## src/design/tmie_ram.sv

```systemverilog
// Generic single-clock RAM: one write port, one read port, registered read data.
// Read during write to the same address returns the old contents.
`timescale 1ns / 1ps

module tmie_ram #(
   parameter int WIDTH = 8,
   parameter int DEPTH = 2
) (
   input  logic                     clock,
   input  logic                     wr_en,
   input  logic [$clog2(DEPTH)-1:0] wr_addr,
   input  logic [WIDTH-1:0]         wr_data,
   input  logic                     rd_en,
   input  logic [$clog2(DEPTH)-1:0] rd_addr,
   output logic [WIDTH-1:0]         rd_data
);

   logic [WIDTH-1:0] mem_ff [DEPTH];
   logic [WIDTH-1:0] rd_data_ff;

   always_ff @(posedge clock) begin
      if (wr_en) begin
         mem_ff[wr_addr] <= wr_data;
      end
      if (rd_en) begin
         rd_data_ff <= mem_ff[rd_addr];
      end
   end

   assign rd_data = rd_data_ff;

endmodule

```

## config.mk

```make
export PLATFORM = sky130hd
export DESIGN_NAME = tmie_ram
export DESIGN_NICKNAME = d
export VERILOG_FILES = /design/src/design/tmie_ram.sv
export SDC_FILE = /design/constraint.sdc
export NUM_CORES = 1
export LEC_CHECK = 0
export BUFFER_PORTS_ARGS = -buffer_cell sky130_fd_sc_hd__buf_2
export CORE_UTILIZATION = 53
export CTS_CLUSTER_SIZE = 16
export DETAILED_ROUTE_END_ITERATION = 8
export PLACE_DENSITY = 0.83
export SYNTH_ARGS = -nofsm -noshare
export SYNTH_HDL_FRONTEND = slang
export SYNTH_SLANG_ARGS = --single-unit
```

## constraint.sdc

```tcl
create_clock -name clock -period 2.1 [get_ports clock]
set_input_delay 0.315 -clock clock [delete_from_list [all_inputs] [get_ports clock]]
set_output_delay 0.315 -clock clock [all_outputs]
set_load 0.1 [all_outputs]
```

==> results of run 1 <==
==> kinds of logic (layout without fill, tap and decap cells) <==
group | after synthesis | after routing
flip-flops | 24 | 24
multiplexers | 8 | 8
buffers and inverters | 1 | 24
AND/OR/NAND/NOR | 2 | 2
==> area by class of cell <==
cell class / instances / area share
well taps: 16 / 0.02003
clock inverters: 1 / 0.003755
repair buffers: 20 / 0.1001
flip-flops and latches: 24 / 0.7209
multi-input cells: 10 / 0.1327
clock buffers: 3 / 0.02253
==> registers in the layout (all words and copies together), names as in the netlist <==
signal,cells
mem_ff,16
rd_data,8
==> power by group through the flow <==
stage,clock [mW],sequential (mW),combinational (mW)
after global routing,0.219,0.576,0.147
after CTS,0.195,0.574,0.143
after floorplan,0,0.666,0.0328
after global placement,0,0.583,0.141
final,0.189,0.574,0.142
after detailed placement,0,0.585,0.143
==> final timing paths <==
kind                   to  slack [ps]  depth (start not counted)         start
min reg2reg    rd_data[6]         560                          1  mem_ff[0][6]
max            rd_data[5]         730                          1    rd_data[5]
max reg2reg    rd_data[2]        1190                          1  mem_ff[0][2]
min          mem_ff[1][4]         200                          1    wr_data[4]
==> layout by cell type (no fill, tap or decap) <==
master,Yosys,routed
clkbuf_4,0,3
mux2_4,8,8
clkinv_1,0,1
buf_2,0,20
and2_1,1,1
edfxtp_1,24,24
nor2b_1,1,1
==> per-stage QoR <==
stage,utilization,instances,instance area [sq um]
5_1_grt,0.6636,74,999.7
3_5_place_dp,0.6462,70,973.4
3_3_place_gp,0.6462,70,973.4
6_report,0.6636,74,999.7
4_1_cts,0.6636,74,999.7
2_1_floorplan,-,35,864.6
==> routing by layer <==
metal | up-vias | track usage | part of all wire
met5 | - | 0 | 0
met4 | 0 | 0.03750 | 0
met3 | 0 | 0.02586 | 0.055
met2 | 16 | 0.2123 | 0.55
met1 | 175 | 0.1300 | 0.40
li1 | 183 | - | -
==> impl.org, run 1 <==
** Clock network
- After clock tree synthesis, the clock-pin slew on the worst setup and hold paths is 120 ps.
- Setup bufs post-CTS :: 0
- In this run, CTS created clock tree buffers numbering 3.
- Total clock sinks :: 24
- Latest clock arrival within the worst-skew pair :: 290 ps
- Maximum buffer depth of the clock tree :: 2
- Clock tree synthesis selected as its root buffer the cell clkbuf_4.
- Hold-fix buffers, CTS :: 0
- After clock tree synthesis, the repair step resized 0 gates.
- TritonCTS built the clock tree.
- CTS HTree Levels :: 1

** Yosys
- Xor and xnor fraction of the mapped netlist area :: 0
- When the netlist entered floorplanning its net count stood at between 40 and 50.
- Of the post-synthesis cell area, the dominant cell type holds 0.8336.
- Sequential-to-total area share from yosys stat :: 0.8336
- The area fraction in compound gates after synthesis came to 0.
- Sorting the synthesized cells by area gives the leading types as edfxtp_1 (83%), mux2_4 (14%), buf_6 (1.3%).
- Leading cell type by number of instances after synthesis :: edfxtp_1
- Ranked by instance count, the synthesized netlist is headed by edfxtp_1 (24), mux2_4 (8), and2_1 (1), buf_6 (1), nor2b_1 (1).
- For this run, the number of Yosys warnings is 0.
- Async set-reset flop share out of synthesis :: 0
- Adder-cell share of the synthesized area :: 0
- The most used flip-flop cell after synthesis is edfxtp_1.
- FF+latch count, synth :: 24
- Yosys cell types :: 5
- Counting flops with a built-in enable in the synthesized netlist gives 24.
- After synthesis, the largest family of logic cells by area is multiplexers.
- The mapped netlist covers 864.6 sq um.
- The largest total area in the synthesized netlist belongs to edfxtp_1.
- Of the total synthesized cell area, the portion taken by AND, OR, NAND and NOR gates is 0.01447.
- After synthesis, the share of cell area in mux cells is 0.1389.
- Dividing the synthesized area by the synthesized cell count gives 24.70 sq um.
- Cell count after synthesis :: 35

** Power and ir drop
- Internal power comes to about 0.67 mW.
- Clk pwr share :: 0.209
- Relative contribution of combinational cells to total power :: 0.157
- Of the total power, the share spent switching nets is 0.2577.
- Overall power consumption :: 0.9037 mW
- The share of total power dissipated in sequential elements is 0.635.
- LEAKAGE :: 0.3930 nW
- The worst-case IR drop observed on VDD is about 0.48 mV.
- The analysis attributes to net switching a power of 0.2329 mW.
- Power spread over the standard cell area amounts to 903.9 mW/mm^2.

** Timing
- Between clock sinks in the finished design, the worst skew comes to 3.492 ps.
- After routing, the total negative slack on setup checks comes to 0 ps.
- Based on the critical path, the design can be clocked at up to 730.5 MHz.
- Fin Hold WS :: 197.8 ps
- Slew at the pin closest to its max-slew limit :: approximately 650 ps
- Unrepaired setup endpoints after global routing :: no
- The final hold violation count is 0.
- Max-Slew Margin vs Limit :: 0.5657
- After layout, the worst setup slack is 731.0 ps.
- Of the available clock period, the critical path in the final layout requires 0.6519.
- Number of pins exceeding their max-slew limit in the final report :: 0
- Final period demand of the worst path :: about 1400 ps
- Setup violations remaining at the end of the flow were counted as 0.

** Place
- Worst slack at placement :: 766.7 ps
- Input and output buffers added on the ports amount to 20.
- Gpl congestion :: 0.6332

** Finish
- Fraction of final layout cells sized beyond drive strength 1 :: 0.5345
- Summing all flip-flop and latch instances after layout gives 720.7 sq um.
- Layout overhead on the synthesized area :: 15.63%
- Layout Nets :: a little over 70
- The layout has 109 filler cells.
- In the final layout, the multi-input gates occupy 132.6 sq um.
- The repair_antennas step left the layout with diodes totalling 0.

** Floorplanning
- In this run the core area contains 14 standard-cell rows.
- Die outline width :: ~42 um
- The floorplan step defined a die boundary enclosing approximately 0.0018 sq mm.
- Measured along the y axis, the die boundary spans ~42 um.
- 21 I/O pins were placed.
- Core footprint :: 0.001506 sq mm
- Initial Util :: 0.5739

** Critical path
- In this run the worst path has a maximum fanout of 1.
- In this design, the stage delay of the slowest critical-path cell is 420 ps.
- For the worst setup path, the data arrival time is 1050 ps.
- Launching element type of the critical path :: flip-flop
- Crit-path cells :: buf_2
- Worst path bufs/invs :: 1
- The critical path is of the reg2out type.
- Data required time of the critical path :: 1780 ps
- Crit-path leading delay family :: buffers and inverters
- STA classifies the critical path endpoint as a primary output.
- Worst path slowest cell :: buf_2

** Detailed routing
- DRC marker count from the first detailed-route iteration :: 2
- Summed over all layers, the routed wires come to 950 um.
- In the routed design, unresolved DRC markers number 0.
- The first detailed-routing pass ran for 2 iterations.
- The detail route stage leaves a number of antenna-violating nets equal to 0.
- DR vias :: 374
- Average detailed-routed wire length per instance :: 12.84 um
- Mean number of vias per cell :: 5.054

** Global route
- Overall routing resource usage :: 0.1150
- The first global-routing pass estimated roughly 1500 um of wire.
- The initial antenna violation count came to 0.
- Global routing finished with a remaining overflow of 0.
- Maximum number of pins on one net before global-route repair :: 14
- Vias in the first global route :: 377

** Run status
- Status :: complete, no violations

** Worst hold path
- HP Class :: in2reg

** Flow run
- Across the run, the number of max-cap violations was 0.
No activity file was read; power rests on OpenSTA's default activity.
==> run 2: changes to the inputs <==
--- a/config.mk
+++ b/config.mk
@@ -6,10 +6,10 @@
 export NUM_CORES = 1
 export LEC_CHECK = 0
 export BUFFER_PORTS_ARGS = -buffer_cell sky130_fd_sc_hd__buf_2
-export CORE_UTILIZATION = 53
+export CORE_UTILIZATION = 50
 export CTS_CLUSTER_SIZE = 16
 export DETAILED_ROUTE_END_ITERATION = 8
-export PLACE_DENSITY = 0.83
+export PLACE_DENSITY = 0.79
 export SYNTH_ARGS = -nofsm -noshare
 export SYNTH_HDL_FRONTEND = slang
 export SYNTH_SLANG_ARGS = --single-unit
==> constraint.sdc (replaced) <==
create_clock -name clock -period 1.3 [get_ports clock]
set_input_delay 0.195 -clock clock [delete_from_list [all_inputs] [get_ports clock]]
set_output_delay 0.195 -clock clock [all_outputs]
set_load 0.1 [all_outputs]
==> impl.org, run 2 (same netlist as run 1, synthesis figures left out) <==
** Detailed routing
- Average detailed-routed wire length per instance :: 12.93 um (+0.74%)
- Total wire length after detailed routing :: 970 um (+2.1%)
- Number of routed nets with antenna violations :: 0 (unchanged)
- The count of TritonRoute iterations in the first routing pass was 6 (+4).
- DRC marker count from the first detailed-route iteration :: 8 (+6)
- The detailed-route DRC error count is 3 (+3).
- Mean number of vias per cell :: 4.907 (-2.9%)
- DR vias :: 368 (-1.6%)

** Power and ir drop
- Power density over the cells :: 1616 mW/mm^2 (+79%)
- Peak supply drop :: 1.036 mV (+110%)
- Fraction of power spent switching nets :: 0.2343 (-0.02335)
- The clock share of power is 0.311 (+0.102).
- The switching power came to 0.3943 mW (+69%).
- Sequential fraction of design power :: 0.550 (-0.085)
- Overall power consumption :: 1.682 mW (+86%)
- The combinational share of power came to 0.139 (-0.018).
- Cell internal pwr :: 1.288 mW (+92%)
- LEAKAGE :: 0.4127 nW (+5.0%)

** Finish
- Leaving out fill and tap cells, the most frequent cell in the layout is edfxtp_1.
- The layout cell share with drive strength beyond 1 is 0.5593 (+0.02484).
- The number of flip-flops in the largest register was 16 (unchanged).
- The antenna diode count is 0 (unchanged).
- Compared with the post-synthesis result, the final layout area differs by 20.41%.
- The storage element area was 720.7 sq um (unchanged).
- Final cell count without fillers :: 75 (+1.4%)
- Final design area excluding fillers :: 0.001041 sq mm (+4.1%)
- Top register by number of flip-flops :: mem_ff
- Most frequent cells in the layout :: edfxtp_1 (24), buf_2 (17), mux2_4 (8)
- Combined area of the multi-input logic cells :: 132.6 sq um (unchanged)
- Layout Nets :: 73 (+1.4%)
- Number of fill cells :: 98 (-10%)

** Worst hold path
- HP Class :: in2reg

** Timing
- Final period demand of the worst path :: 1257 ps
- Final total negative setup slack :: 0 ps (unchanged)
- Derived from the worst setup path, the maximum achievable clock frequency is roughly 800 MHz.
- The setup skew after layout came to 10.35 ps (+6.859 ps).
- Slew at the pin closest to its max-slew limit :: 484.8 ps (-165.4 ps)
- Number of pins exceeding their max-slew limit in the final report :: 0 (unchanged)
- The setup slack after layout is 43.39 ps (-687.6 ps).
- The number of failing setup endpoints in the final timing report was 0 (unchanged).
- Post-route clock period utilization :: 0.9666
- The headroom to the max-slew limit came to 0.6791 (+0.1134).
- Setup repair after global routing left no endpoint under its margin.
- Hold violation count in the final report :: 0 (unchanged)

** Critical path
- Peak per-stage delay on the critical path :: 420 ps (about the same)
- Data arrival, critical path :: 1060 ps (about the same)
- The worst setup path is captured at a primary output.
- Worst path bufs/invs :: 1 (unchanged)
- Crit-path cells :: buf_2
- Worst path slowest cell :: buf_2
- The worst-case register-to-register setup slack is 400 ps (-790 ps).
- The largest fanout on the critical path is 1 (unchanged).
- Crit-path leading delay family :: buffers and inverters
- The critical path is of the reg2out type.
- Data required time of the critical path :: 1110 ps (-670 ps)
- The worst setup path is launched from a flip-flop.

** Floorplanning
- Top-Level Pins :: 21 (unchanged)
- The horizontal die dimension was 43.59 um (+2.8%).
- Core footprint :: 0.001559 sq mm (+3.5%)
- Cell row count :: 14 (unchanged)
- The initial standard-cell utilization of the core came to 0.5546 (-0.01935).
- The die extent in y is 43.59 um (+2.8%).
- The full die area is 0.001900 sq mm (+5.7%).

** Global route
- The initial antenna violation count was 0 (unchanged).
- Overall routing resource usage :: 0.1061 (-0.008838)
- Maximum number of pins on one net before global-route repair :: 15 (+1)
- The overall overflow remaining after global route came to 0 (unchanged).
- Vias in the first global route :: 333 (-12%)
- First-pass GRT wire length :: 1373 um (-9.1%)

** Place
- Worst slack at placement :: 282.8 ps (-483.9 ps)
- The global placement routability congestion is 0.6086 (-3.9%).
- Post-placement cell area :: 980.9 sq um (+0.77%)
- The instance count after placement with tap cells included came to 71 (+1.4%).
- The count of port buffers added during placement is 20 (unchanged).

** Clock network
- Total clock sinks :: 24 (unchanged)
- Clock-pin slew on the worst setup and hold paths :: 130 ps (about the same)
- Number of instances resized during post-cts repair :: 0 (unchanged)
- CTS HTree Levels :: 1 (unchanged)
- Number of CTS-inserted buffers :: 3 (unchanged)
- Maximum buffer depth of the clock tree :: 2 (unchanged)
- Clock tree synthesis selected as its root buffer the cell clkbuf_4.
- The clock latency at the later pin of the worst-skew pair is 300 ps (about the same).
- The setup fix buffers added after clock tree synthesis is 0 (unchanged).
- TritonCTS built the clock tree.
- Hold-fix buffers, CTS :: 0 (unchanged)

** Run status
- The flow ran to the end, but the final reports show violations.
- The checks that failed: DRC.

** Flow run
- MaxCap Viol Count :: 0 (unchanged)
run 2: changes by cell type in the layout (fill, tap and decap cells not counted), sizes merged:
cell	previous run	this run
bufinv	0	1
clkbuf	3	6
buf	20	18
clkinv	1	0
run 2: power groups by stage:
stage / Combinational [mW] / Clock, mW / Sequential [mW]
finish: 0.234 / 0.522 / 0.926
global route: 0.241 / 0.556 / 0.932
CTS: 0.232 / 0.524 / 0.927
detailed placement: 0.232 / 0 / 0.945
global placement: 0.230 / 0 / 0.942
floorplan: 0.0529 / 0 / 1.08
run 2: final cells by class:
cell class	count	area share
Clock inverter	1	0.02885
Multi-Input combinational cell	10	0.1274
Clock buffer	3	0.02163
Timing Repair Buffer	21	0.1106
Sequential cell	24	0.6923
Tap cell	16	0.01923
run 2: worst paths after layout:
path           startpoint           end  cells past startpoint
min            wr_data[3]  mem_ff[1][3]                      1
max            rd_data[7]    rd_data[7]                      1
max reg2reg  mem_ff[1][5]    rd_data[5]                      1
min reg2reg  mem_ff[1][1]    rd_data[1]                      1
run 2: per-layer routing:
metal	GRT usage	part of all wire
met3	0.02500	0.062
met5	0	0
met2	0.1701	0.48
met4	0.05625	0.012
met1	0.1345	0.44
run 2: through the flow:
stage               hold slack, ps  utilization
floorplan                    293.9            -
global placement             382.6       0.6292
detailed placement           385.7       0.6292
CTS                          65.94       0.6629
global route                 46.58       0.6677
finish                       64.42       0.6677
==> run 3: changes to the inputs <==
--- a/config.mk
+++ b/config.mk
@@ -5,11 +5,12 @@
 export SDC_FILE = /design/constraint.sdc
 export NUM_CORES = 1
 export LEC_CHECK = 0
+export ABC_AREA = 1
 export BUFFER_PORTS_ARGS = -buffer_cell sky130_fd_sc_hd__buf_2
-export CORE_UTILIZATION = 50
+export CORE_UTILIZATION = 30
 export CTS_CLUSTER_SIZE = 16
 export DETAILED_ROUTE_END_ITERATION = 8
-export PLACE_DENSITY = 0.79
+export PLACE_DENSITY = 0.54
 export SYNTH_ARGS = -nofsm -noshare
 export SYNTH_HDL_FRONTEND = slang
 export SYNTH_SLANG_ARGS = --single-unit
==> impl.org, run 3 <==
** Yosys
- Sorting the synthesized cells by how often they occur yields nand2_1 (25), edfxtp_1 (24), inv_1 (2).
- Cell count after synthesis :: 54 (+54%)
- Netlist Area Pre-Place :: 840.8 sq um (-2.7%)
- The synthesized flop and latch total is 24 (unchanged).
- Net count of the mapped netlist :: 67 (+40%)
- The area share of the largest cell type after synthesis was 0.8571 (+0.02357).
- Yosys cell types :: 6 (+1)
- Sequential-to-total area share from yosys stat :: 0.8571 (+0.02357)
- Post-Syn Area per Cell :: 15.57 sq um (-37%)
- Post-synth top area cell :: edfxtp_1
- Yosys attributes the largest share of cell area to edfxtp_1 (86%), nand2_1 (11%), buf_6 (1.3%).
- Flip-flop cell with the highest count after synthesis :: edfxtp_1
- The share of flip-flops with an asynchronous set or reset was 0 (unchanged).
- Count of yosys warnings during synthesis :: 0 (unchanged)
- Leading cell type by number of instances after synthesis :: nand2_1
- Number of enable-type register cells in the synthesized netlist :: 24 (unchanged)

** Timing
- The setup skew after layout was 2.190 ps (-8.161 ps).
- Final period demand of the worst path :: 1248 ps (-8.176 ps)
- Slew at the pin closest to its max-slew limit :: 483.6 ps (-1.198 ps)
- The final count of pins violating max slew is 0 (unchanged).
- The top achievable clock speed was 801.0 MHz (+0.65%).
- Max-Slew Margin vs Limit :: 0.6798 (+0.0007930)
- Count of endpoints failing setup in the final report :: 0 (unchanged)
- Unrepaired setup endpoints after global routing :: no
- The final hold violation count is 0 (unchanged).
- The ratio of final minimum period to clock period is 0.9603 (-0.006289).
- Final total negative setup slack :: 0 ps (unchanged)

** Clock network
- Setup bufs post-CTS :: 0 (unchanged)
- Total clock sinks :: 24 (unchanged)
- Maximum buffer depth of the clock tree :: 2 (unchanged)
- CTS HTree Levels :: 1 (unchanged)
- Number of CTS-inserted buffers :: 3 (unchanged)
- TritonCTS built the clock tree.
- Latest clock arrival within the worst-skew pair :: 300 ps (about the same)
- The CTS clock-pin slew for the worst setup and hold paths is 120 ps (about the same).
- The cell sitting at the root of the clock tree is a clkbuf_4.

** Critical path
- The signal arrival time at the worst endpoint came to 1050 ps (about the same).
- The depth of the worst register-to-register path came to 2 (+1).
- Total number of cells along the worst setup path :: 1 (unchanged)
- Traced cell by cell, the critical path runs through buf_2.
- The delay of the slowest critical-path stage is 420 ps (about the same).
- On the critical path the largest part of the delay comes from buffers and inverters.
- The data required time of the critical path is 1110 ps (about the same).
- WS Path Type :: reg2out
- Worst path slowest cell :: buf_2
- The worst register-to-register path ends at rd_data[3].
- Maximum fanout count along the critical path :: 1 (unchanged)
- CP endpoint kind :: primary output
- Reg2Reg Setup Slack :: 550 ps (+150 ps)
- Worst path bufs/invs :: 1 (unchanged)
- Launching element type of the critical path :: flip-flop
- Reg-to-reg critical path startpoint :: mem_ff[1][3]

** Flow run
- MaxCap Viol Count :: 0 (unchanged)

** Worst hold path
- The path class of the tightest hold or removal check is in2reg.
- Hold Crit Depth :: 1 (unchanged)
- Worst Hold Endpoint :: mem_ff[1][0]
- The worst hold path begins at wr_data[0].

** Floorplanning
- The horizontal die dimension came to 54.94 um (+26%).
- The initial standard-cell utilization of the core was 0.3275 (-0.2271).
- The die extent in y came to 54.94 um (+26%).
- Cell row count :: 18 (+4)
- Top-Level Pins :: 21 (unchanged)
- Die area :: 0.003018 sq mm (+59%)
- The area of the placeable core was 0.002567 sq mm (+65%).

** Finish
- The storage element area is 720.7 sq um (unchanged).
- The library cell used most frequently in the layout, excluding fill and tap cells, is nand2_1.
- The multi-input gate area in the final layout came to 97.59 sq um (-26%).
- The layout cell share with drive strength beyond 1 came to 0.3247 (-0.2346).
- Layout Nets :: 92 (+26%)
- Most frequent cells in the layout :: nand2_1 (25), edfxtp_1 (24), buf_2 (16)
- Ant diodes :: 0 (unchanged)
- Top register by number of flip-flops :: mem_ff
- Layout overhead on the synthesized area :: 19.79%
- Number of fill cells :: 273 (+180%)
- Flip-flop count of the largest register after layout :: 16 (unchanged)

** Global route
- First-pass GRT wire length :: 1787 um (+30%)
- Overall overflow remaining after global route :: 0 (unchanged)
- The total global routing track utilization was 0.09255 (-0.01357).
- The largest net degree at the start of global routing came to 13 (-2).
- The initial antenna violation count is 0 (unchanged).
- The number of global-route vias before repair is 397 (+19%).

** Detailed routing
- The number of violations reported at the end of detailed-routing iteration 0 was 7 (-1).
- Residual DRC count :: 0 (-3)
- The routed wirelength normalized by instance count was 10.54 um (-18%).
- Total wire length after detailed routing :: 1128 um (+16%)
- The total via count in the routed design came to 429 (+17%).
- Routed length on met1 :: 509 um (+18%)
- In this run the top signal layer used is met3.
- TritonRoute pass-1 iters :: 4 (-2)
- Mean number of vias per cell :: 4.009 (-18%)
- Met2 wire len :: 543 um (+17%)
- The count of nets left with antenna violations after detail routing came to 0 (unchanged).
- The met3 wirelength from detailed routing is 76 um (+27%).

** Power and ir drop
- LEAKAGE :: 0.4223 nW (+2.3%)
- The post-layout total power is 1.445 mW (-14%).
- The power density over the cells came to 1434 mW/mm^2 (-11%).
- Peak supply drop :: 0.6975 mV (-33%)

** Place
- The count of port buffers added during placement came to 20 (unchanged).
- The global placement routability congestion was 0.7024 (+15%).

** Run status
- Status :: complete, no violations
## run 3: how the worst max path moves through the flow
stage	startpoint	endpoint	slack, ps
2_1_floorplan	rd_data[0]	rd_data[0]	200
3_3_place_gp	wr_addr	mem_ff[1][4]	370
3_5_place_dp	wr_addr	mem_ff[1][4]	370
4_1_cts	rd_data[7]	rd_data[7]	30
5_1_grt	rd_data[3]	rd_data[3]	6
6_report	rd_data[3]	rd_data[3]	50
## run 3: logic make-up (layout without fill, tap and decap cells)
kind of cell,Yosys count,count (layout),share of synthesized area
simple gates,26,26,0.1161
flops,24,24,0.8571
buf+inv,4,27,0.02678
## run 3: layout make-up
class | count | area share
Timing Repair Buffer | 21 | 0.1168
Sequential cell | 24 | 0.7155
Multi-Input combinational cell | 26 | 0.09689
Clock buffer | 3 | 0.02236
Inverter | 3 | 0.01118
Tap cell | 30 | 0.03727
## run 3: stage by stage
| stage | cells | setup slack, ps | instance area [sq um] | hold WS, ps | utilization |
|---|---|---|---|---|---|
| 6_report | 107 | 51.57 | 1007 | 74.85 | 0.3923 |
| 5_1_grt | 107 | 6.095 | 1007 | 58.78 | 0.3923 |
| 4_1_cts | 107 | 26.15 | 997.2 | 63.13 | 0.3884 |
| 3_5_place_dp | 104 | 373.7 | 974.7 | 385.7 | 0.3796 |
| 3_3_place_gp | 104 | 373.1 | 974.7 | 382.7 | 0.3796 |
| 2_1_floorplan | 54 | 201.0 | 840.8 | 293.9 | - |
## run 3: repair_timing
action / in CTS / in global routing
setup endpoints to repair: 0 / 4
hold buffers: 0 / 0
resized for setup: 0 / 4
## run 3: metal layers
layer / vias up / GRT usage
li1: 230 / -
met1: 182 / 0.1184
met2: 17 / 0.1365
met3: 0 / 0.03279
met4: 0 / 0.05000
met5: - / 0
## run 3: power breakdown
group / leakage (nW) / switching (mW) / internal, mW
combinational: 0.179 / 0.178 / 0.0414
clock: 0.0138 / 0.194 / 0.108
sequential: 0.230 / 0.0111 / 0.912
