<file path="config.mk">
export PLATFORM = sky130hd
export DESIGN_NAME = tmie_exec
export DESIGN_NICKNAME = d
export VERILOG_FILES = /design/src/design/tmie_pkg.sv /design/src/design/tmie_exec.sv
export SDC_FILE = /design/constraint.sdc
export NUM_CORES = 1
export LEC_CHECK = 0
export BUFFER_PORTS_ARGS = -buffer_cell sky130_fd_sc_hd__buf_2
export CAP_MARGIN = 20
export CELL_PAD_IN_SITES_DETAIL_PLACEMENT = 2
export CELL_PAD_IN_SITES_GLOBAL_PLACEMENT = 2
export CORE_ASPECT_RATIO = 1.1
export CORE_MARGIN = 2
export CORE_UTILIZATION = 33
export CTS_BUF_LIST = sky130_fd_sc_hd__clkbuf_16
export DETAILED_ROUTE_END_ITERATION = 8
export GPL_TIMING_DRIVEN = 0
export PLACE_DENSITY = 0.83
export RECOVER_POWER = 100
export SETUP_SLACK_MARGIN = 0.15
export SYNTH_ARGS = -nofsm -noshare
export SYNTH_HDL_FRONTEND = slang
export SYNTH_SLANG_ARGS = --single-unit
export TNS_END_PERCENT = 10
</file>
<file path="constraint.sdc">
create_clock -name clock -period 3.77 [get_ports clock]
set_input_delay 0.377 -clock clock [delete_from_list [all_inputs] [get_ports clock]]
set_output_delay 0.377 -clock clock [all_outputs]
set_load 0.01 [all_outputs]
</file>
<file path="src/design/tmie_pkg.sv">
// Shared widths, defaults and instruction codes for the tape machine execution unit.
// Depends on nothing; tmie_exec, the top level and the testbench import it.
`timescale 1ns / 1ps

package tmie_pkg;

   localparam int PC_W               = 17;
   localparam int AMOUNT_W           = 17;
   localparam int KIND_W             = 3;
   localparam int BYTE_W             = 8;

   localparam int TAPE_DEPTH_DEFAULT = 32768;
   localparam int PROGRAM_DEPTH      = 65536;

   // Magnitude of the most negative amount; pointer offsets are biased by a
   // multiple of the tape depth at least this large.
   localparam int AMOUNT_SPAN        = 65536;

   typedef enum logic [KIND_W-1:0] {
      KIND_ADD  = 3'd0,
      KIND_MOVE = 3'd1,
      KIND_OUT  = 3'd2,
      KIND_IN   = 3'd3,
      KIND_JZ   = 3'd4,
      KIND_JNZ  = 3'd5
   } kind_type;

endpackage

</file>
<file path="src/design/tmie_exec.sv">
// Execute stage: pointer offset reduction, tape read-modify-write with forwarding,
// program counter and pointer state, output register. Uses tmie_pkg.
`timescale 1ns / 1ps

module tmie_exec import tmie_pkg::*; #(
   parameter int TAPE_DEPTH = TAPE_DEPTH_DEFAULT
) (
   input  logic                          clock,
   input  logic                          reset,
   input  logic                          csr_write_enable,
   input  logic [PC_W-1:0]               csr_write_data,
   input  logic                          req_valid,
   output logic                          req_ready,
   input  logic [KIND_W-1:0]             req_kind,
   input  logic signed [AMOUNT_W-1:0]    req_amount,
   input  logic [BYTE_W-1:0]             req_in_byte,
   input  logic                          req_in_present,
   input  logic                          clear_busy,
   output logic                          rd_en,
   output logic [$clog2(TAPE_DEPTH)-1:0] rd_addr,
   input  logic [BYTE_W-1:0]             rd_data,
   output logic                          wr_en,
   output logic [$clog2(TAPE_DEPTH)-1:0] wr_addr,
   output logic [BYTE_W-1:0]             wr_data,
   output logic                          rsp_valid,
   input  logic                          rsp_ready,
   output logic [PC_W-1:0]               rsp_next_pc,
   output logic                          rsp_out_valid,
   output logic [BYTE_W-1:0]             rsp_out_byte,
   output logic                          rsp_halted
);

   localparam int AW = $clog2(TAPE_DEPTH);
   // Bias is a multiple of the depth, so (amount + BIAS) mod depth equals amount mod depth.
   localparam longint BIAS = longint'(TAPE_DEPTH)
      * ((longint'(AMOUNT_SPAN) + longint'(TAPE_DEPTH) - 1) / longint'(TAPE_DEPTH));
   localparam int UW = $clog2(BIAS + longint'(AMOUNT_SPAN));
   localparam int SH = UW + AW;
   localparam longint RECIP = (longint'(1) << SH) / longint'(TAPE_DEPTH);
   localparam int RW = UW + 1;
   localparam int PW = UW + RW;
   localparam logic [AW:0] DEPTH_W = (AW+1)'(TAPE_DEPTH);

   // Handshake
   logic accept;
   logic out_free;
   logic retire;

   // Offset reduction, first half
   logic [UW-1:0] off_u;
   logic [PW-1:0] off_prod;
   logic [UW-1:0] off_quot;

   // Execute stage registers
   logic                       ex_valid_ff, ex_valid_in;
   logic [KIND_W-1:0]          ex_kind_ff;
   logic signed [AMOUNT_W-1:0] ex_amount_ff;
   logic [BYTE_W-1:0]          ex_in_byte_ff;
   logic                       ex_in_present_ff;
   logic [UW-1:0]              ex_quot_ff;
   logic [AW:0]                ex_ulo_ff;

   // Architectural state
   logic [PC_W-1:0]   pc_ff, pc_in;
   logic [AW-1:0]     ptr_ff, ptr_in;
   logic [PC_W-1:0]   len_ff, len_in;
   logic              fwd_ff, fwd_in;
   logic [BYTE_W-1:0] fwd_data_ff, fwd_data_in;

   // Output register
   logic              rsp_valid_ff, rsp_valid_in;
   logic [PC_W-1:0]   rsp_next_pc_ff;
   logic              rsp_out_valid_ff;
   logic [BYTE_W-1:0] rsp_out_byte_ff;
   logic              rsp_halted_ff;

   // Execute logic
   logic [AW:0]         quot_times_depth;
   logic [AW:0]         rem_raw;
   logic [AW-1:0]       delta_mod;
   logic [AW:0]         ptr_sum;
   logic [AW-1:0]       ptr_moved;
   logic                run;
   logic [BYTE_W-1:0]   cur_cell;
   logic [AMOUNT_W-1:0] amt_bits;
   logic [PC_W-1:0]     next_pc;
   logic [AW-1:0]       ptr_next;
   logic [BYTE_W-1:0]   new_cell;
   logic                cell_we;
   logic                emit;
   logic                halted_next;

   assign out_free  = !rsp_valid_ff || rsp_ready;
   assign retire    = ex_valid_ff && out_free;
   assign req_ready = !clear_busy && (!ex_valid_ff || out_free);
   assign accept    = req_valid && req_ready;

   // Floor division of the biased amount by the depth through a reciprocal; the
   // quotient can be one low, which the remainder correction below absorbs.
   assign off_u    = UW'(longint'(req_amount) + BIAS);
   assign off_prod = PW'(off_u) * PW'(RECIP);
   assign off_quot = UW'(off_prod >> SH);

   assign quot_times_depth = (AW+1)'(longint'(ex_quot_ff) * longint'(TAPE_DEPTH));
   assign rem_raw   = ex_ulo_ff - quot_times_depth;
   assign delta_mod = (rem_raw >= DEPTH_W) ? AW'(rem_raw - DEPTH_W) : AW'(rem_raw);
   assign ptr_sum   = {1'b0, ptr_ff} + {1'b0, delta_mod};
   assign ptr_moved = (ptr_sum >= DEPTH_W) ? AW'(ptr_sum - DEPTH_W) : AW'(ptr_sum);

   assign run      = ex_valid_ff && (pc_ff < len_ff);
   assign cur_cell = fwd_ff ? fwd_data_ff : rd_data;
   assign amt_bits = ex_amount_ff;

   always_comb begin
      next_pc  = pc_ff + 1'b1;
      ptr_next = ptr_ff;
      new_cell = cur_cell;
      cell_we  = 1'b0;
      emit     = 1'b0;
      unique case (ex_kind_ff)
         KIND_ADD: begin
            new_cell = cur_cell + ex_amount_ff[BYTE_W-1:0];
            cell_we  = 1'b1;
         end
         KIND_MOVE: begin
            ptr_next = ptr_moved;
         end
         KIND_OUT: begin
            emit = 1'b1;
         end
         KIND_IN: begin
            if (ex_in_present_ff) begin
               new_cell = ex_in_byte_ff;
               cell_we  = 1'b1;
            end
         end
         KIND_JZ: begin
            if (cur_cell == '0) begin
               next_pc = pc_ff + amt_bits + 1'b1;
            end
         end
         KIND_JNZ: begin
            if (cur_cell != '0) begin
               next_pc = pc_ff - amt_bits + 1'b1;
            end
         end
         default: begin
         end
      endcase
      // A halted machine leaves every piece of state alone.
      if (!run) begin
         next_pc  = pc_ff;
         ptr_next = ptr_ff;
         cell_we  = 1'b0;
         emit     = 1'b0;
      end
   end

   assign halted_next = next_pc >= len_ff;

   // The next beat reads at the pointer this instruction leaves behind. A write
   // never coincides with a move, so a write always targets that same cell.
   assign rd_en   = accept;
   assign rd_addr = ptr_next;
   assign wr_en   = retire && cell_we;
   assign wr_addr = ptr_ff;
   assign wr_data = new_cell;

   always_comb begin
      ex_valid_in  = ex_valid_ff;
      pc_in        = pc_ff;
      ptr_in       = ptr_ff;
      len_in       = len_ff;
      fwd_in       = fwd_ff;
      fwd_data_in  = fwd_data_ff;
      rsp_valid_in = rsp_valid_ff;
      if (retire) begin
         ex_valid_in = 1'b0;
         pc_in       = next_pc;
         ptr_in      = ptr_next;
      end
      if (accept) begin
         ex_valid_in = 1'b1;
         fwd_in      = wr_en;
         fwd_data_in = new_cell;
      end
      if (csr_write_enable) begin
         if (int'(csr_write_data) > PROGRAM_DEPTH) begin
            len_in = PC_W'(PROGRAM_DEPTH);
         end else begin
            len_in = csr_write_data;
         end
      end
      if (retire) begin
         rsp_valid_in = 1'b1;
      end else if (rsp_ready) begin
         rsp_valid_in = 1'b0;
      end
   end

   always_ff @(posedge clock) begin
      if (reset) begin
         ex_valid_ff  <= 1'b0;
         pc_ff        <= '0;
         ptr_ff       <= '0;
         len_ff       <= '0;
         fwd_ff       <= 1'b0;
         rsp_valid_ff <= 1'b0;
      end else begin
         ex_valid_ff  <= ex_valid_in;
         pc_ff        <= pc_in;
         ptr_ff       <= ptr_in;
         len_ff       <= len_in;
         fwd_ff       <= fwd_in;
         rsp_valid_ff <= rsp_valid_in;
      end
   end

   always_ff @(posedge clock) begin
      fwd_data_ff <= fwd_data_in;
      if (accept) begin
         ex_kind_ff       <= req_kind;
         ex_amount_ff     <= req_amount;
         ex_in_byte_ff    <= req_in_byte;
         ex_in_present_ff <= req_in_present;
         ex_quot_ff       <= off_quot;
         ex_ulo_ff        <= (AW+1)'(off_u);
      end
      if (retire) begin
         rsp_next_pc_ff   <= next_pc;
         rsp_out_valid_ff <= emit;
         rsp_out_byte_ff  <= emit ? cur_cell : '0;
         rsp_halted_ff    <= halted_next;
      end
   end

   assign rsp_valid     = rsp_valid_ff;
   assign rsp_next_pc   = rsp_next_pc_ff;
   assign rsp_out_valid = rsp_out_valid_ff;
   assign rsp_out_byte  = rsp_out_byte_ff;
   assign rsp_halted    = rsp_halted_ff;

`ifndef SYNTHESIS
   a_ex_holds_on_stall: assert property (@(posedge clock) disable iff (reset)
      ex_valid_ff && !out_free |=> ex_valid_ff && $stable(ex_amount_ff) && $stable(pc_ff))
      else $error("execute stage lost its instruction while the output was stalled");

   a_retire_fills_output: assert property (@(posedge clock) disable iff (reset)
      retire |=> rsp_valid_ff)
      else $error("retired instruction did not reach the output register");

   a_pointer_in_range: assert property (@(posedge clock) disable iff (reset)
      {1'b0, ptr_ff} < DEPTH_W)
      else $error("cell pointer left the tape");

   a_halt_is_quiet: assert property (@(posedge clock) disable iff (reset)
      retire && !run |=> rsp_halted_ff && !rsp_out_valid_ff && (rsp_out_byte_ff == '0))
      else $error("halted step produced output or cleared the halt flag");

   a_no_work_while_clearing: assert property (@(posedge clock) disable iff (reset)
      clear_busy |-> !ex_valid_ff && !wr_en)
      else $error("instruction in flight during the tape clearing sweep");
`endif

endmodule

</file>
==> flow_summary_export.csv, run 1 <==
group,metric,value,unit
status,status,"finished, violations left",
status,violations,"capacitance limit, slew limit, setup timing",
synthesis,synth-seq-area-share,0.339,
run,cap_violations,2,
sta,fin_crit,4.22,ns
die,start_util,0.335,
pwr,switching_share,0.325,
critical_path,critPathTopFamily,"compound AO/OA/AOI/OAI gates",
critical_path,critPathBufInv,2,
critical_path,required,3.96,ns
layout,area_growth,32.8,%
pwr,seq_power_share,0.353,
layout,fillers,2815,
clock_tree,clockBufferDepth,2,
synthesis,synth_edf_count,64,
layout,stdcell_count,1512,
clock_tree,cts_tree,"yes",
clock_tree,h-tree-depth,4,
global_route,grt.total_usage,0.299,
detailed_routing,via_per_inst,6.14,
synthesis,synthCells,939,
place,place.gp.congestion,0.875,
global_route,grt.overflow.total,0,
die,dieArea,0.0278,mm^2
sta,fin_ws,-0.448,ns
synthesis,yosys_warnings,0,
pwr,power.density,350,mW/mm^2
worst_hold_path,min_path_type,"input pin to flop",
die,die_h,175,um
sta,setup_violations,10,
pwr,netSwitchingPower,1.32,mW
clock_tree,cts-buffers-inserted,17,
sta,finalCritPeriodShare,1.12,
sta,rsz0062_at_grt,"yes",
detailed_routing,routed_wirelength,46700,um
die,fp.dieW,159,um
sta,skew,0.0109,ns
critical_path,path_cells,"inv_2, ha_4, inv_1, fa_2, nor2b_2, o211ai_1, nand3_1, nand2_2, o2111a_1, a221oi_2, mux2i_1, o31ai_2, ha_1, nand4_1, nor2_1, a221oi_2, o221ai_2",
global_route,grt_pass1_wl,63000,um
synthesis,synth_top_cell_by_area,"edfxtp_1",
detailed_routing,drc,0,
global_route,grt_pass1_vias,9941,
detailed_routing,vias,9287,
layout,nets,1312,
sta,finalHoldViolations,0,
synthesis,synthDistinctLibCells,76,
clock_tree,ctsHoldBuffers,0,
critical_path,start_kind,"flop",
clock_tree,cts.clk_slew.worst_paths,0.07,ns
pwr,combPwrFrac,0.200,
synthesis,yosys_most_used_dff,"edfxtp_1",
global_route,grt_max_degree,40,
critical_path,worstPathArrival,4.41,ns
synthesis,avgSynthCellArea,9.30,um^2
place,dp.cells,1418,
clock_tree,clock_latency,0.46,ns
sta,maxSlewHeadroom,-0.177,
synthesis,async_flop_share,0,
critical_path,timing.critical_path.mode_cell,"a221oi_2",
synthesis,synth_top_area_frac,0.220,
critical_path,max_stage_delay,0.48,ns
pwr,p_int,2.74,mW
die,core_area,0.0261,mm^2
sta,worst-slew-pin-transition,1.76,ns
sta,drv_slew,66,
place,io_buffers,126,
synthesis,syn_area,0.00874,mm^2
pwr,p_clk_frac,0.447,
layout,drive_gt1_frac,0.290,
detailed_routing,drt_first_pass_iters,5,
detailed_routing,wl_per_cell,30.9,um
synthesis,synthTopCellsByArea,"edfxtp_1 (22%), ha_1 (15%), dfxtp_1 (12%)",
critical_path,crit_slowest_cell,"edfxtp_1",
global_route,antenna_found_initial,0,
pwr,power_leakage,4.82,nW
synthesis,ys_seq_elements,116,
pwr,peakVddDrop,330,uV
die,rows,62,
sta,fmax,0.237,GHz
detailed_routing,antenna_left,0,
critical_path,path_class,"flop to flop",
die,ios,129,
critical_path,crit_path_end_kind,"flop",
detailed_routing,drtIter0Drc,693,
clock_tree,root_buffer,"clkbuf_16",
synthesis,synth_nets,1105,
clock_tree,cts.sinks,116,
place,dp_hpwl,25900,um
place,dp_slack,-0.894,ns
critical_path,cp_max_fo,4,
[registers in the layout, indices dropped and copies added (netlist names), 3 cells and up]
register	flops
amt_bits	17
ex_in_byte_ff	8
wr_addr	15
rsp_next_pc	17
pc_ff	17
rsp_out_byte	8
fwd_data_ff	8
len_ff	17
ex_kind_ff	3
[final cells by class]
cell class | instances | area (um^2) | share of cell area
multi-input combinational | 716 | 6070 | 0.524
timing repair buffer | 188 | 1020 | 0.0882
inverter | 78 | 295 | 0.0254
sequential | 116 | 2990 | 0.258
clock inverter | 15 | 178 | 0.0153
antenna | 1 | 2.50 | 0.000216
clock buffer | 17 | 425 | 0.0367
tap | 352 | 440 | 0.0380
buffer | 29 | 173 | 0.0149
[metrics by stage]
stage / hold WS (ns) / setup TNS, ns / area (um^2) / utilization / power, mW
6_report: 0.0906 / -1.82 / 11600 / 0.445 / 4.06
5_1_grt: 0.0935 / -2.50 / 11600 / 0.445 / 4.13
4_1_cts: 0.0986 / -0.364 / 11400 / 0.436 / 3.88
3_5_place_dp: 0.517 / -0.894 / 9990 / 0.383 / 2.05
3_3_place_gp: 0.479 / -1.17 / 9970 / 0.382 / 2.01
2_1_floorplan: 0.460 / 0 / 8890 / - / 1.82
[power groups by stage]
stage | Combinational, mW | Sequential (mW) | Clock (mW)
after floorplan | 0.381 | 1.44 | 0
after global placement | 0.556 | 1.45 | 0
after detailed placement | 0.592 | 1.45 | 0
after CTS | 0.700 | 1.42 | 1.75
after global routing | 0.850 | 1.43 | 1.85
final | 0.811 | 1.43 | 1.81
[path summary, 6_finish.rpt]
| kind | from | end | slack [ns] | cells after the start |
|---|---|---|---|---|
| setup / recovery | amt_bits[0]$_DFFE_PP_ | rsp_halted$_DFFE_PP_ | -0.45 | 17 |
| setup reg to reg | amt_bits[0]$_DFFE_PP_ | rsp_halted$_DFFE_PP_ | -0.45 | 17 |
| hold / removal | req_amount[7] | amt_bits[7]$_DFFE_PP_ | 0.09 | 1 |
| hold reg to reg | wr_addr[11]$_SDFFE_PP0P_ | wr_addr[11]$_SDFFE_PP0P_ | 0.58 | 2 |
[cells in the mapped netlist (all sizes together) (14+ instances only)]
cell type / instances
a21o: 18
a21oi: 60
a2bb2oi: 15
a31oi: 14
clkbuf: 21
dfxtp: 52
edfxtp: 64
ha: 102
inv: 78
mux2: 15
mux2i: 23
nand2: 47
nand2b: 19
nand3: 21
nor2: 79
nor2b: 16
nor3: 18
o21ai: 55
xnor2: 30
xor2: 14
[kinds of logic after synthesis]
logic type	Yosys count	share of synthesized area
flops	116	0.339
compound gates	267	0.212
simple gates	261	0.152
xor+xnor	44	0.0441
buf+inv	107	0.0500
mux	38	0.0470
fa+ha+maj	106	0.155
[repair_timing]
| action | CTS | global route |
|---|---|---|
| pin swaps | 36 | 42 |
| setup endpoints to repair | 13 | 11 |
| gates cloned | 0 | 0 |
| resized for setup | 104 | 51 |
| setup buffers | 43 | 17 |
[worst register-to-register path: stages (launching register included)]
cell and delay (ns):
edfxtp_1 0.48, inv_2 0.14, ha_4 0.15, inv_1 0.10, fa_2 0.41, nor2b_2 0.20, o211ai_1 0.26, nand3_1 0.22
nand2_2 0.16, o2111a_1 0.24, a221oi_2 0.06, mux2i_1 0.19, o31ai_2 0.33, ha_1 0.33, nand4_1 0.17, nor2_1 0.10
a221oi_2 0.27, o221ai_2 0.14
[cells in the final DEF, fill, tap and decap left out, types with 12 or more instances in the layout]
cell type	instances
nand2_1	45
clkbuf_16	17
inv_2	12
mux2i_1	20
nor2_1	78
a21oi_1	45
nor2b_1	12
clkbuf_1	76
buf_2	74
buf_4	60
nand2b_1	19
nor3_1	12
o21ai_0	40
edfxtp_1	64
a21o_1	18
ha_1	75
xor2_1	14
ha_4	22
a2bb2oi_1	15
inv_1	66
dfxtp_1	37
nand4_1	12
xnor2_1	30
nand3_1	20
[layer usage]
metal	track usage	vias to the layer above	share of wire
met3	0.0648	194	0.065
li1	-	3874	-
met4	0.144	0	0.058
met5	0	-	0
met2	0.545	489	0.51
met1	0.331	4730	0.37
(Power assumes the default switching activity.)
==> run 2: changes to the inputs <==
--- a/config.mk
+++ b/config.mk
@@ -21,4 +21,4 @@
 export SYNTH_ARGS = -nofsm -noshare
 export SYNTH_HDL_FRONTEND = slang
 export SYNTH_SLANG_ARGS = --single-unit
-export TNS_END_PERCENT = 10
+export TNS_END_PERCENT = 50
==> run 2 against run 1 <==
  * The run still ends with capacitance limit, slew limit, setup timing left
  * Die area did not move
  * Utilization down 0.11 points
  * Sequential power about the same
  * Critical path type unchanged
  * Critical endpoint unchanged
==> flow_summary_export.csv, run 2 (synthesized netlist as in run 1, its figures left out) <==
group,metric,value,unit
layout,nets,1316,
detailed_routing,drt_first_pass_iters,4,
critical_path,r2r_cells,17,
sta,finalHoldViolations,0,
detailed_routing,routed_wirelength,45200,um
sta,fmax,0.236,GHz
detailed_routing,drtIter0Drc,571,
die,dieArea,0.0278,mm^2
place,dpl_cell_area,0.00999,mm^2
sta,skew,0.0138,ns
die,ios,129,
clock_tree,cts.sinks,116,
place,io_buffers,126,
critical_path,worstPathArrival,4.42,ns
sta,tns,-4.32,ns
pwr,p_clk_frac,0.447,
clock_tree,cts-buffers-inserted,17,
status,status,"finished, violations left",
place,dp_hpwl,25900,um
critical_path,path_cells,"inv_1, ha_2, inv_1, fa_2, nor2b_2, o211ai_1, nand3_1, nand2_2, o211ai_1, xnor2_1, a21oi_2, o21ai_2, ha_1, a21o_1, a21o_1, a221oi_2, o221ai_2",
clock_tree,clock_latency,0.46,ns
critical_path,cp_max_fo,8,
critical_path,crit_slowest_cell,"dfxtp_2",
global_route,grt.overflow.total,0,
die,die_h,175,um
critical_path,worst_r2r_endpoint,"rsp_halted$_DFFE_PP_",
pwr,power_leakage,4.84,nW
critical_path,regToRegStartpoint,"pc_ff[0]$_SDFFE_PP0P_",
critical_path,crit_path_end_kind,"flop",
sta,worst-slew-pin-transition,1.86,ns
die,start_util,0.335,
clock_tree,cts_tree,"yes",
clock_tree,root_buffer,"clkbuf_16",
sta,setup_violations,17,
critical_path,max_stage_delay,0.39,ns
sta,fin_ws,-0.466,ns
pwr,netSwitchingPower,1.29,mW
sta,drv_slew,66,
detailed_routing,via_per_inst,5.96,
clock_tree,clockBufferDepth,2,
pwr,combPwrFrac,0.197,
die,fp.dieW,159,um
layout,final_common_cell,"ha_1",
status,violations,"capacitance limit, slew limit, setup timing",
detailed_routing,wl_per_cell,29.8,um
detailed_routing,antenna_left,0,
layout,stdcell_count,1517,
critical_path,path_class,"flop to flop",
clock_tree,h-tree-depth,4,
pwr,seq_power_share,0.356,
global_route,grt_pass1_wl,64600,um
pwr,power.density,347,mW/mm^2
layout,design_area,0.0116,mm^2
die,core_area,0.0261,mm^2
sta,fin_crit,4.24,ns
detailed_routing,drc,0,
worst_hold_path,min_path_type,"input pin to flop",
global_route,grt_max_degree,40,
global_route,antenna_found_initial,3,
critical_path,start_kind,"flop",
pwr,switching_share,0.320,
worst_hold_path,whs_path_depth,1,
layout,area_growth,32.5,%
place,place.gp.congestion,0.875,
critical_path,required,3.96,ns
sta,rsz0062_at_grt,"yes",
global_route,grt.total_usage,0.309,
layout,drive_gt1_frac,0.289,
place,dp.cells,1418,
sta,finalCritPeriodShare,1.12,
global_route,grt_pass1_vias,10200,
sta,holdWs,0.0899,ns
layout,fillers,2863,
critical_path,startpoint,"pc_ff[0]$_SDFFE_PP0P_",
sta,maxSlewHeadroom,-0.243,
layout,final_cell_mix,"ha_1 (78), nor2_1 (77), clkbuf_1 (75), buf_2 (75), inv_1 (66)",
critical_path,crit_end,"rsp_halted$_DFFE_PP_",
pwr,peakVddDrop,335,uV
run,cap_violations,2,
clock_tree,cts.clk_slew.worst_paths,0.07,ns
pwr,p_int,2.73,mW
detailed_routing,vias,9048,
critical_path,rrSetupSlack,-0.47,ns
die,rows,62,
run 2: cell types whose count changed in the layout (fill, tap and decap cells not counted), sizes merged:
cell,delta
buf,+3
clkbuf,+1
diode,+1
run 2: cell type report:
cell class / count / area, um^2 / share of cell area
Tap cell: 352 / 440 / 0.0380
Inverter: 78 / 295 / 0.0255
Antenna cell: 2 / 5.00 / 0.000432
Clock buffer: 17 / 425 / 0.0368
Multi-Input combinational cell: 716 / 6030 / 0.521
Clock inverter: 15 / 178 / 0.0153
Sequential cell: 116 / 2990 / 0.258
Buffer: 29 / 156 / 0.0135
Timing Repair Buffer: 192 / 1060 / 0.0912
run 2: layer usage:
layer	up-vias	global-route usage	wire (um)
li1	3883	-	-
met1	4566	0.337	17200
met2	416	0.556	22700
met3	183	0.0688	2690
met4	0	0.170	2690
met5	-	0	0
run 2: worst min path at each step:
stage                            startpoint                    endpoint  slack (ns)
finish                        req_amount[4]       amt_bits[4]$_DFFE_PP_        0.09
global route                  req_amount[3]       amt_bits[3]$_DFFE_PP_        0.09
CTS                          req_in_byte[6]  ex_in_byte_ff[6]$_DFFE_PP_         0.1
detailed placement  len_ff[16]$_SDFFE_PP0P_     len_ff[16]$_SDFFE_PP0P_        0.52
global placement    len_ff[16]$_SDFFE_PP0P_     len_ff[16]$_SDFFE_PP0P_        0.48
floorplan           len_ff[16]$_SDFFE_PP0P_     len_ff[16]$_SDFFE_PP0P_        0.46
run 2: per-stage QoR:
step | worst slack, ns | utilization | total power, mW
2_1_floorplan | 0.163 | - | 1.82
3_3_place_gp | -0.779 | 0.382 | 2.01
3_5_place_dp | -0.894 | 0.383 | 2.05
4_1_cts | -0.231 | 0.439 | 3.88
5_1_grt | -0.563 | 0.444 | 4.10
6_report | -0.466 | 0.444 | 4.02
run 2: worst max-delay path, delay by kind of cell, from the launching register on:
family	cells	cell delay, ns
adders and majority gates	3	0.90
and+or+nand+nor	3	0.58
buffers and inverters	2	0.23
DFF	1	0.39
AOI/OAI and AO/OA	8	1.57
xor gates and xnor gates	1	0.27
run 2: power by group through the flow:
| stage | clock (mW) | sequential (mW) | combinational, mW |
|---|---|---|---|
| 2_1_floorplan | 0 | 1.44 | 0.381 |
| 3_3_place_gp | 0 | 1.45 | 0.556 |
| 3_5_place_dp | 0 | 1.45 | 0.592 |
| 4_1_cts | 1.75 | 1.42 | 0.704 |
| 5_1_grt | 1.84 | 1.43 | 0.828 |
| 6_report | 1.80 | 1.43 | 0.790 |
run 2: what timing repair did:
item | in CTS | in global routing
endpoints found under the setup margin | 13 | 12
buffers inserted | 51 | 13
hold buffers | 0 | 0
gates resized for setup | 110 | 39
gates cloned | 0 | 0
pin swaps | 41 | 29
